**config.mk**
```make
export PLATFORM = sky130hd
export DESIGN_NAME = shell_line_tokenizer
export DESIGN_NICKNAME = d
export VERILOG_FILES = /design/src/rtl/slt_pkg.sv /design/src/rtl/slt_core.sv /design/src/rtl/shell_line_tokenizer.sv
export SDC_FILE = /design/constraint.sdc
export NUM_CORES = 1
export LEC_CHECK = 0
export BUFFER_PORTS_ARGS = -buffer_cell sky130_fd_sc_hd__buf_2
export CAP_MARGIN = 15
export CORE_MARGIN = 8
export CORE_UTILIZATION = 40
export DETAILED_ROUTE_END_ITERATION = 10
export PLACE_DENSITY_LB_ADDON = 0.2
export SLEW_MARGIN = 10
export SYNTH_ARGS = -nofsm -noshare
export SYNTH_HDL_FRONTEND = slang
export SYNTH_SLANG_ARGS = --single-unit
```
**constraint.sdc**
```tcl
create_clock -name clk -period 2.7 [get_ports clk]
set_input_delay 0.54 -clock clk [delete_from_list [all_inputs] [get_ports clk]]
set_output_delay 0.54 -clock clk [all_outputs]
set_load 0.01 [all_outputs]
```
**src/rtl/slt_pkg.sv**
```systemverilog
`timescale 1ns / 1ps
// ----------------------------------------------------------------------------
// slt_pkg
// Shared types, character codes and helpers of the shell line tokenizer.
// ----------------------------------------------------------------------------
package slt_pkg;

	localparam int MAX_LINE_DEF = 4096;
	localparam int POSITION_W   = 12;
	localparam int IN_TDATA_W   = 8;
	localparam int OUT_TDATA_W  = 24;

	localparam logic [7:0] CH_AMP   = 8'h26;
	localparam logic [7:0] CH_BAR   = 8'h7C;
	localparam logic [7:0] CH_LESS  = 8'h3C;
	localparam logic [7:0] CH_GREAT = 8'h3E;
	localparam logic [7:0] CH_SPACE = 8'h20;
	localparam logic [7:0] CH_TAB   = 8'h09;
	localparam logic [7:0] CH_CR    = 8'h0D;

	typedef enum logic [1:0] {
		KIND_NONE   = 2'd0,
		KIND_ARG    = 2'd1,
		KIND_INFILE = 2'd2,
		KIND_OUTFILE = 2'd3
	} kind_t;

	typedef struct packed {
		logic after_space;
		logic after_pipe;
		logic amp_pending;
		logic after_less;
		logic after_greater;
		logic in_word;
	} flags_t;

	localparam flags_t FLAGS_RESET = '{
		after_space:   1'b1,
		after_pipe:    1'b1,
		amp_pending:   1'b0,
		after_less:    1'b0,
		after_greater: 1'b0,
		in_word:       1'b0
	};

	typedef struct packed {
		logic                  seq_break;
		logic                  set_append;
		logic                  new_command;
		logic                  new_arg;
		kind_t                 start_kind;
		logic                  end_word;
		logic                  run_list;
		logic [POSITION_W-1:0] position;
	} evt_t;

	function automatic logic is_blank(input logic [7:0] c);
		return (c == CH_SPACE) || ((c >= CH_TAB) && (c <= CH_CR));
	endfunction

endpackage

```
**src/rtl/slt_core.sv**
```systemverilog
`timescale 1ns / 1ps
// ----------------------------------------------------------------------------
// slt_core
// Per-byte event decode and next line state, purely combinational.
// ----------------------------------------------------------------------------
module slt_core
	import slt_pkg::*;
#(
	parameter int MAX_LINE = MAX_LINE_DEF,
	localparam int POS_W = $clog2(MAX_LINE)
) (
	input  flags_t           flags,
	input  logic [POS_W-1:0] pos,
	input  logic [7:0]       ch,
	input  logic             last,
	output evt_t             evt,
	output flags_t           flags_nxt,
	output logic [POS_W-1:0] pos_nxt
);

	logic   sp, amp, bar, lt, gt, word;
	flags_t f;

	always_comb begin
		sp   = is_blank(ch);
		amp  = (ch == CH_AMP);
		bar  = (ch == CH_BAR);
		lt   = (ch == CH_LESS);
		gt   = (ch == CH_GREAT);
		word = !sp && !lt && !gt && !bar && !amp;
		f    = flags;
		evt  = '0;

		if (amp) begin
			if (f.amp_pending) begin
				evt.seq_break = 1'b1;
				f.amp_pending = 1'b0;
				f.after_space = 1'b1;
				f.after_pipe  = 1'b1;
			end else begin
				f.amp_pending = 1'b1;
			end
		end
		if (sp) begin
			f.after_space = 1'b1;
		end
		if (bar) begin
			f.after_space = 1'b1;
			f.after_pipe  = 1'b1;
		end
		if (lt) begin
			f.after_less = 1'b1;
		end
		if (gt) begin
			evt.set_append  = f.after_greater;
			f.after_greater = 1'b1;
		end
		if (f.after_pipe && !sp && !bar && !amp) begin
			evt.new_command = 1'b1;
			f.after_greater = 1'b0;
			f.after_less    = 1'b0;
		end
		evt.new_arg = f.after_space && !sp && !f.after_less && !f.after_greater
			&& !bar && !amp;

		if (word) begin
			f.after_space = 1'b0;
			f.after_pipe  = 1'b0;
			if (!f.in_word) begin
				if (f.after_less) begin
					evt.start_kind = KIND_INFILE;
				end else if (f.after_greater) begin
					evt.start_kind = KIND_OUTFILE;
				end else begin
					evt.start_kind = KIND_ARG;
				end
				f.in_word = 1'b1;
			end
		end else begin
			evt.end_word = 1'b1;
			f.in_word    = 1'b0;
		end

		evt.run_list = last;
		evt.position = POSITION_W'(pos);

		if (last) begin
			flags_nxt = FLAGS_RESET;
			pos_nxt   = '0;
		end else begin
			flags_nxt = f;
			pos_nxt   = (pos < POS_W'(MAX_LINE - 1)) ? pos + POS_W'(1) : pos;
		end
	end

endmodule

```
**src/rtl/shell_line_tokenizer.sv**
```systemverilog
`timescale 1ns / 1ps
// ----------------------------------------------------------------------------
// shell_line_tokenizer
// Scans a command line byte by byte and emits one token event per byte.
// ----------------------------------------------------------------------------
// Usage:
//   s_axis carries one line byte per request, tlast on the final byte.
//   m_axis returns one event per byte in order; tlast (run_list) marks the
//   event of the final byte, after which the line state returns to reset.
//   Path: an accepted byte passes through the input register, then the result
//   register, where its event becomes valid. Throughput: one byte per cycle
//   while m_axis_tready is high; the flag update between them is combinational.
//   Reset (arst_n low) empties both registers and puts the line state at
//   line start, byte position zero.
//   When m_axis_tready is low, the result register holds; the input
//   register still takes one more byte, then s_axis_tready drops until the
//   result is taken. No request is lost or repeated.
//   Byte position saturates at MAX_LINE - 1; the low 12 bits are reported.
// ----------------------------------------------------------------------------
module shell_line_tokenizer
	import slt_pkg::*;
#(
	parameter int MAX_LINE = MAX_LINE_DEF
) (
	input  logic                   clk,
	input  logic                   arst_n,
	input  logic                   s_axis_tvalid,
	output logic                   s_axis_tready,
	// [7:0] ch
	input  logic [IN_TDATA_W-1:0]  s_axis_tdata,
	input  logic                   s_axis_tlast,
	output logic                   m_axis_tvalid,
	input  logic                   m_axis_tready,
	// [0] seq_break, [1] set_append, [2] new_command, [3] new_arg,
	// [5:4] start_kind, [6] end_word, [18:7] position, [23:19] zero
	output logic [OUT_TDATA_W-1:0] m_axis_tdata,
	output logic                   m_axis_tlast
);

	localparam int POS_W = $clog2(MAX_LINE);

	logic             valid_s1, last_s1;
	logic [7:0]       ch_s1;
	logic             valid_s2;
	evt_t             evt_s2;
	flags_t           flags_q, flags_nxt;
	logic [POS_W-1:0] pos_q, pos_nxt;
	evt_t             evt;
	logic             out_free, move_s1, take_in;

	assign out_free      = !valid_s2 || m_axis_tready;
	assign move_s1       = valid_s1 && out_free;
	assign s_axis_tready = !valid_s1 || out_free;
	assign take_in       = s_axis_tvalid && s_axis_tready;

	slt_core #(
		.MAX_LINE(MAX_LINE)
	) u_core (
		.flags    (flags_q),
		.pos      (pos_q),
		.ch       (ch_s1),
		.last     (last_s1),
		.evt      (evt),
		.flags_nxt(flags_nxt),
		.pos_nxt  (pos_nxt)
	);

	always_ff @(posedge clk or negedge arst_n) begin
		if (!arst_n) begin
			valid_s1 <= 1'b0;
			valid_s2 <= 1'b0;
			flags_q  <= FLAGS_RESET;
			pos_q    <= '0;
		end else begin
			if (take_in) begin
				valid_s1 <= 1'b1;
			end else if (move_s1) begin
				valid_s1 <= 1'b0;
			end
			if (out_free) begin
				valid_s2 <= valid_s1;
			end
			if (move_s1) begin
				flags_q <= flags_nxt;
				pos_q   <= pos_nxt;
			end
		end
	end

	always_ff @(posedge clk) begin
		if (take_in) begin
			ch_s1   <= s_axis_tdata[7:0];
			last_s1 <= s_axis_tlast;
		end
		if (move_s1) begin
			evt_s2 <= evt;
		end
	end

	assign m_axis_tvalid = valid_s2;
	assign m_axis_tlast  = evt_s2.run_list;
	assign m_axis_tdata  = {5'b0, evt_s2.position, evt_s2.end_word, evt_s2.start_kind,
		evt_s2.new_arg, evt_s2.new_command, evt_s2.set_append, evt_s2.seq_break};

endmodule

```
==> impl_metrics.py <==
metrics = {
    "placement": {
        "place_area_sq_um": 2464,
        "io_buffers": 34,
        "globalplace.congestion": 0.8123,
        "dp_hpwl_microns": 2990,
    },
    "power_and_ir_drop": {
        "power.total_mw": 1.577,
        "power.internal_mw": 1.154,
        "p_sw_mw": 0.4230,
        "power.density_nw_per_um2": 618.3,
        "power_frac_clock": 0.262,
        "power.leakage_nw": 1.011,
        "vdd_ir_drop_max_uv": 310.8,
        "pwr-share-comb": 0.135,
        "switching_share": 0.2683,
        "seqPwrFrac": 0.603,
    },
    "logic_synthesis": {
        "mappedNetlistArea_sq_um": 2231,
        "syn_inst": 174,
        "synth_cell_type_count": 55,
        "avgSynthCellArea_sq_um": 12.82,
        "yosys_warnings": 0,
        "synthFlopType": "edfxtp_1",
        "seq_area_frac_synth": 0.6158,
        "yosysTopAreaCellShare": 0.3904,
        "synth_edf_count": 29,
        "yosysTopAreaCell": "edfxtp_1",
        "ys_ff_latch": 49,
        "synth-async-reset-ratio": 0.4082,
        "synthTopCellsByArea": "edfxtp_1 (39%), dfrtp_1 (20%), nor2_1 (2.9%)",
    },
    "cells_and_area": {
        "n_antenna_cell": 0,
        "n_fill_cell": 506,
        "stdcell_area_sq_um": 2550,
        "final_nets": 227,
        "layout_commonest_cell": "buf_2",
        "area_growth_pct": 14.30,
        "drive_above_1_share": 0.2850,
        "regArea_sq_um": 1374,
        "final_cell_mix": "buf_2 (34), edfxtp_1 (29), dfrtp_1 (18)",
        "multi_input_area_sq_um": 780.7,
    },
    "setup_path": {
        "arrival_ps": 1870,
        "critical_path_required_ps": 2750,
        "startpoint": "ch_s1[1]",
        "path_depth": 5,
        "crit_path_top_delay_cell": "edfxtp_1",
        "cp_num_buf_inv": 0,
        "cp_max_fo": 10,
        "r2r-end": "m_axis_tdata[4]",
        "reg2reg_slack_ps": 880,
        "crit_chain": "and4bb_1, a21oi_4, a211oi_4, a211o_1, a21oi_1",
        "path_class": "flop to flop",
        "r2r_cells": 5,
        "cp_top_family": "compound AO/OA/AOI/OAI gates",
        "r2r-start": "ch_s1[1]",
        "worst_setup_path_start_kind": "flop",
        "endpoint": "m_axis_tdata[4]",
        "cp-end-kind": "flop",
        "slowest_delay_ps": 550,
    },
    "route": {
        "dr.pass1.iters": 4,
        "vias": 1441,
        "drc_errors": 0,
        "detail_route.wl_per_cell_microns": 14.20,
        "first_iter_violations": 98,
        "viasPerCell": 5.038,
        "wl_microns": 4062,
        "ant_nets": 0,
    },
    "cts": {
        "clock-sinks": 49,
        "holdBufCountCts": 0,
        "clk_latency_ps": 300,
        "postCtsSetupBuffers": 0,
        "postCtsResizedCells": 0,
        "cts-root-buf": "clkbuf_8",
        "cts_tree": "built",
        "cts_buffers": 5,
        "clk_pin_slew_worst_paths_ps": 90,
        "cts-htree-levels": 2,
        "cts_max_path_buffers": 2,
    },
    "global_route": {
        "grt_overflow": 0,
        "grt_pass1_vias": 1431,
        "grt_max_degree": 21,
        "grt_antenna_before_repair": 0,
        "grt_pass1_wl_microns": 6879,
        "grt_use_total": 0.1022,
    },
    "sta": {
        "finalSetupViolations": 0,
        "slew_viol_final": 0,
        "fmax_ghz": 0.5496,
        "post-route-period-util": 0.6739,
        "hold_viol": 0,
        "final.setup_skew_ps": 8.582,
        "period_minus_slack_ps": 1820,
        "rsz0062_at_grt": "false",
        "setup_tns_ps": 0,
    },
    "floorplanning": {
        "start_util": 0.4102,
        "num_rows": 27,
        "core_sq_um": 5439,
        "chipHeight_microns": 90.68,
        "die_w_microns": 90.68,
        "ios": 40,
        "die-area_sq_um": 8223,
    },
    "status": {
        "run_status": "complete, no violations",
    },
    "run": {
        "drv_cap": 0,
    },
    "hold_path": {
        "hp-class": "primary input to async pin",
    },
}
-- synth_stat cells, types with 3 or more instances --
cell       n
nand3_1    5
nor2_1    17
nand2_1    6
and3_1     3
nor4_1     3
a31oi_1    3
dfrtp_1   18
buf_4      6
xnor2_1    6
nand2b_1   4
inv_1      7
nand4_1    3
nor3_1    11
edfxtp_1  29
a21oi_1    6
-- layer usage --
metal / GRT usage / wire length [microns] / share of wire
met5: 0 / 0 / 0
met1: 0.1382 / 2033 / 0.50
met4: 0.04577 / 59 / 0.015
met2: 0.1443 / 1708 / 0.42
met3: 0.03242 / 261 / 0.064
-- power groups by stage --
stage	clock network [mW]	registers, mW	logic, mW
2_1_floorplan	0	0.965	0.135
3_3_place_gp	0	0.966	0.213
3_5_place_dp	0	0.967	0.216
4_1_cts	0.429	0.951	0.217
5_1_grt	0.451	0.966	0.242
6_report	0.414	0.951	0.212
-- through the flow --
stage                     hold WS (ps)  utilization  worst slack (ps)  instances
after floorplan                  244.4            -             908.7        178
after global placement           473.4       0.4530             768.2        278
after detailed placement         471.4       0.4530             716.3        278
after CTS                        192.2       0.4688             875.1        286
after global routing             210.7       0.4688             726.5        286
final                            182.3       0.4688             880.4        286
-- worst min path at each step --
stage	endpoint	slack [ps]	cells past startpoint
2_1_floorplan	flags_q[0]	240	0
3_3_place_gp	flags_q[0]	470	1
3_5_place_dp	flags_q[0]	470	1
4_1_cts	pos_q[6]	190	1
5_1_grt	pos_q[1]	210	1
6_report	pos_q[1]	180	1
-- final cells by class --
cell class                 instances  area share
inverter                           7     0.01030
multi-input combinational        113      0.3062
timing repair buffer              37     0.07556
clock buffer                       5     0.02699
clock inverter                     3    0.006869
tap                               72     0.03533
sequential                        49      0.5388
-- flip-flops by register name (all words and copies together), names as in the netlist --
name,count
m_axis_tvalid,1
ch_s1,8
m_axis_tlast,1
valid_s1,1
m_axis_tdata,19
pos_q,12
last_s1,1
flags_q,6
-- kinds of logic (layout without fill, tap and decap cells) --
family / after synthesis / count (layout) / share of synthesized area
flops: 49 / 49 / 0.6158
buf+inv: 16 / 52 / 0.04094
simple gates: 69 / 69 / 0.1812
fa+ha+maj: 1 / 1 / 0.005608
xor+xnor: 6 / 6 / 0.02356
compound gates: 31 / 31 / 0.1262
other cells: 1 / 5 / 0.001681
mux: 1 / 1 / 0.005047
(Power assumes the default switching activity.)
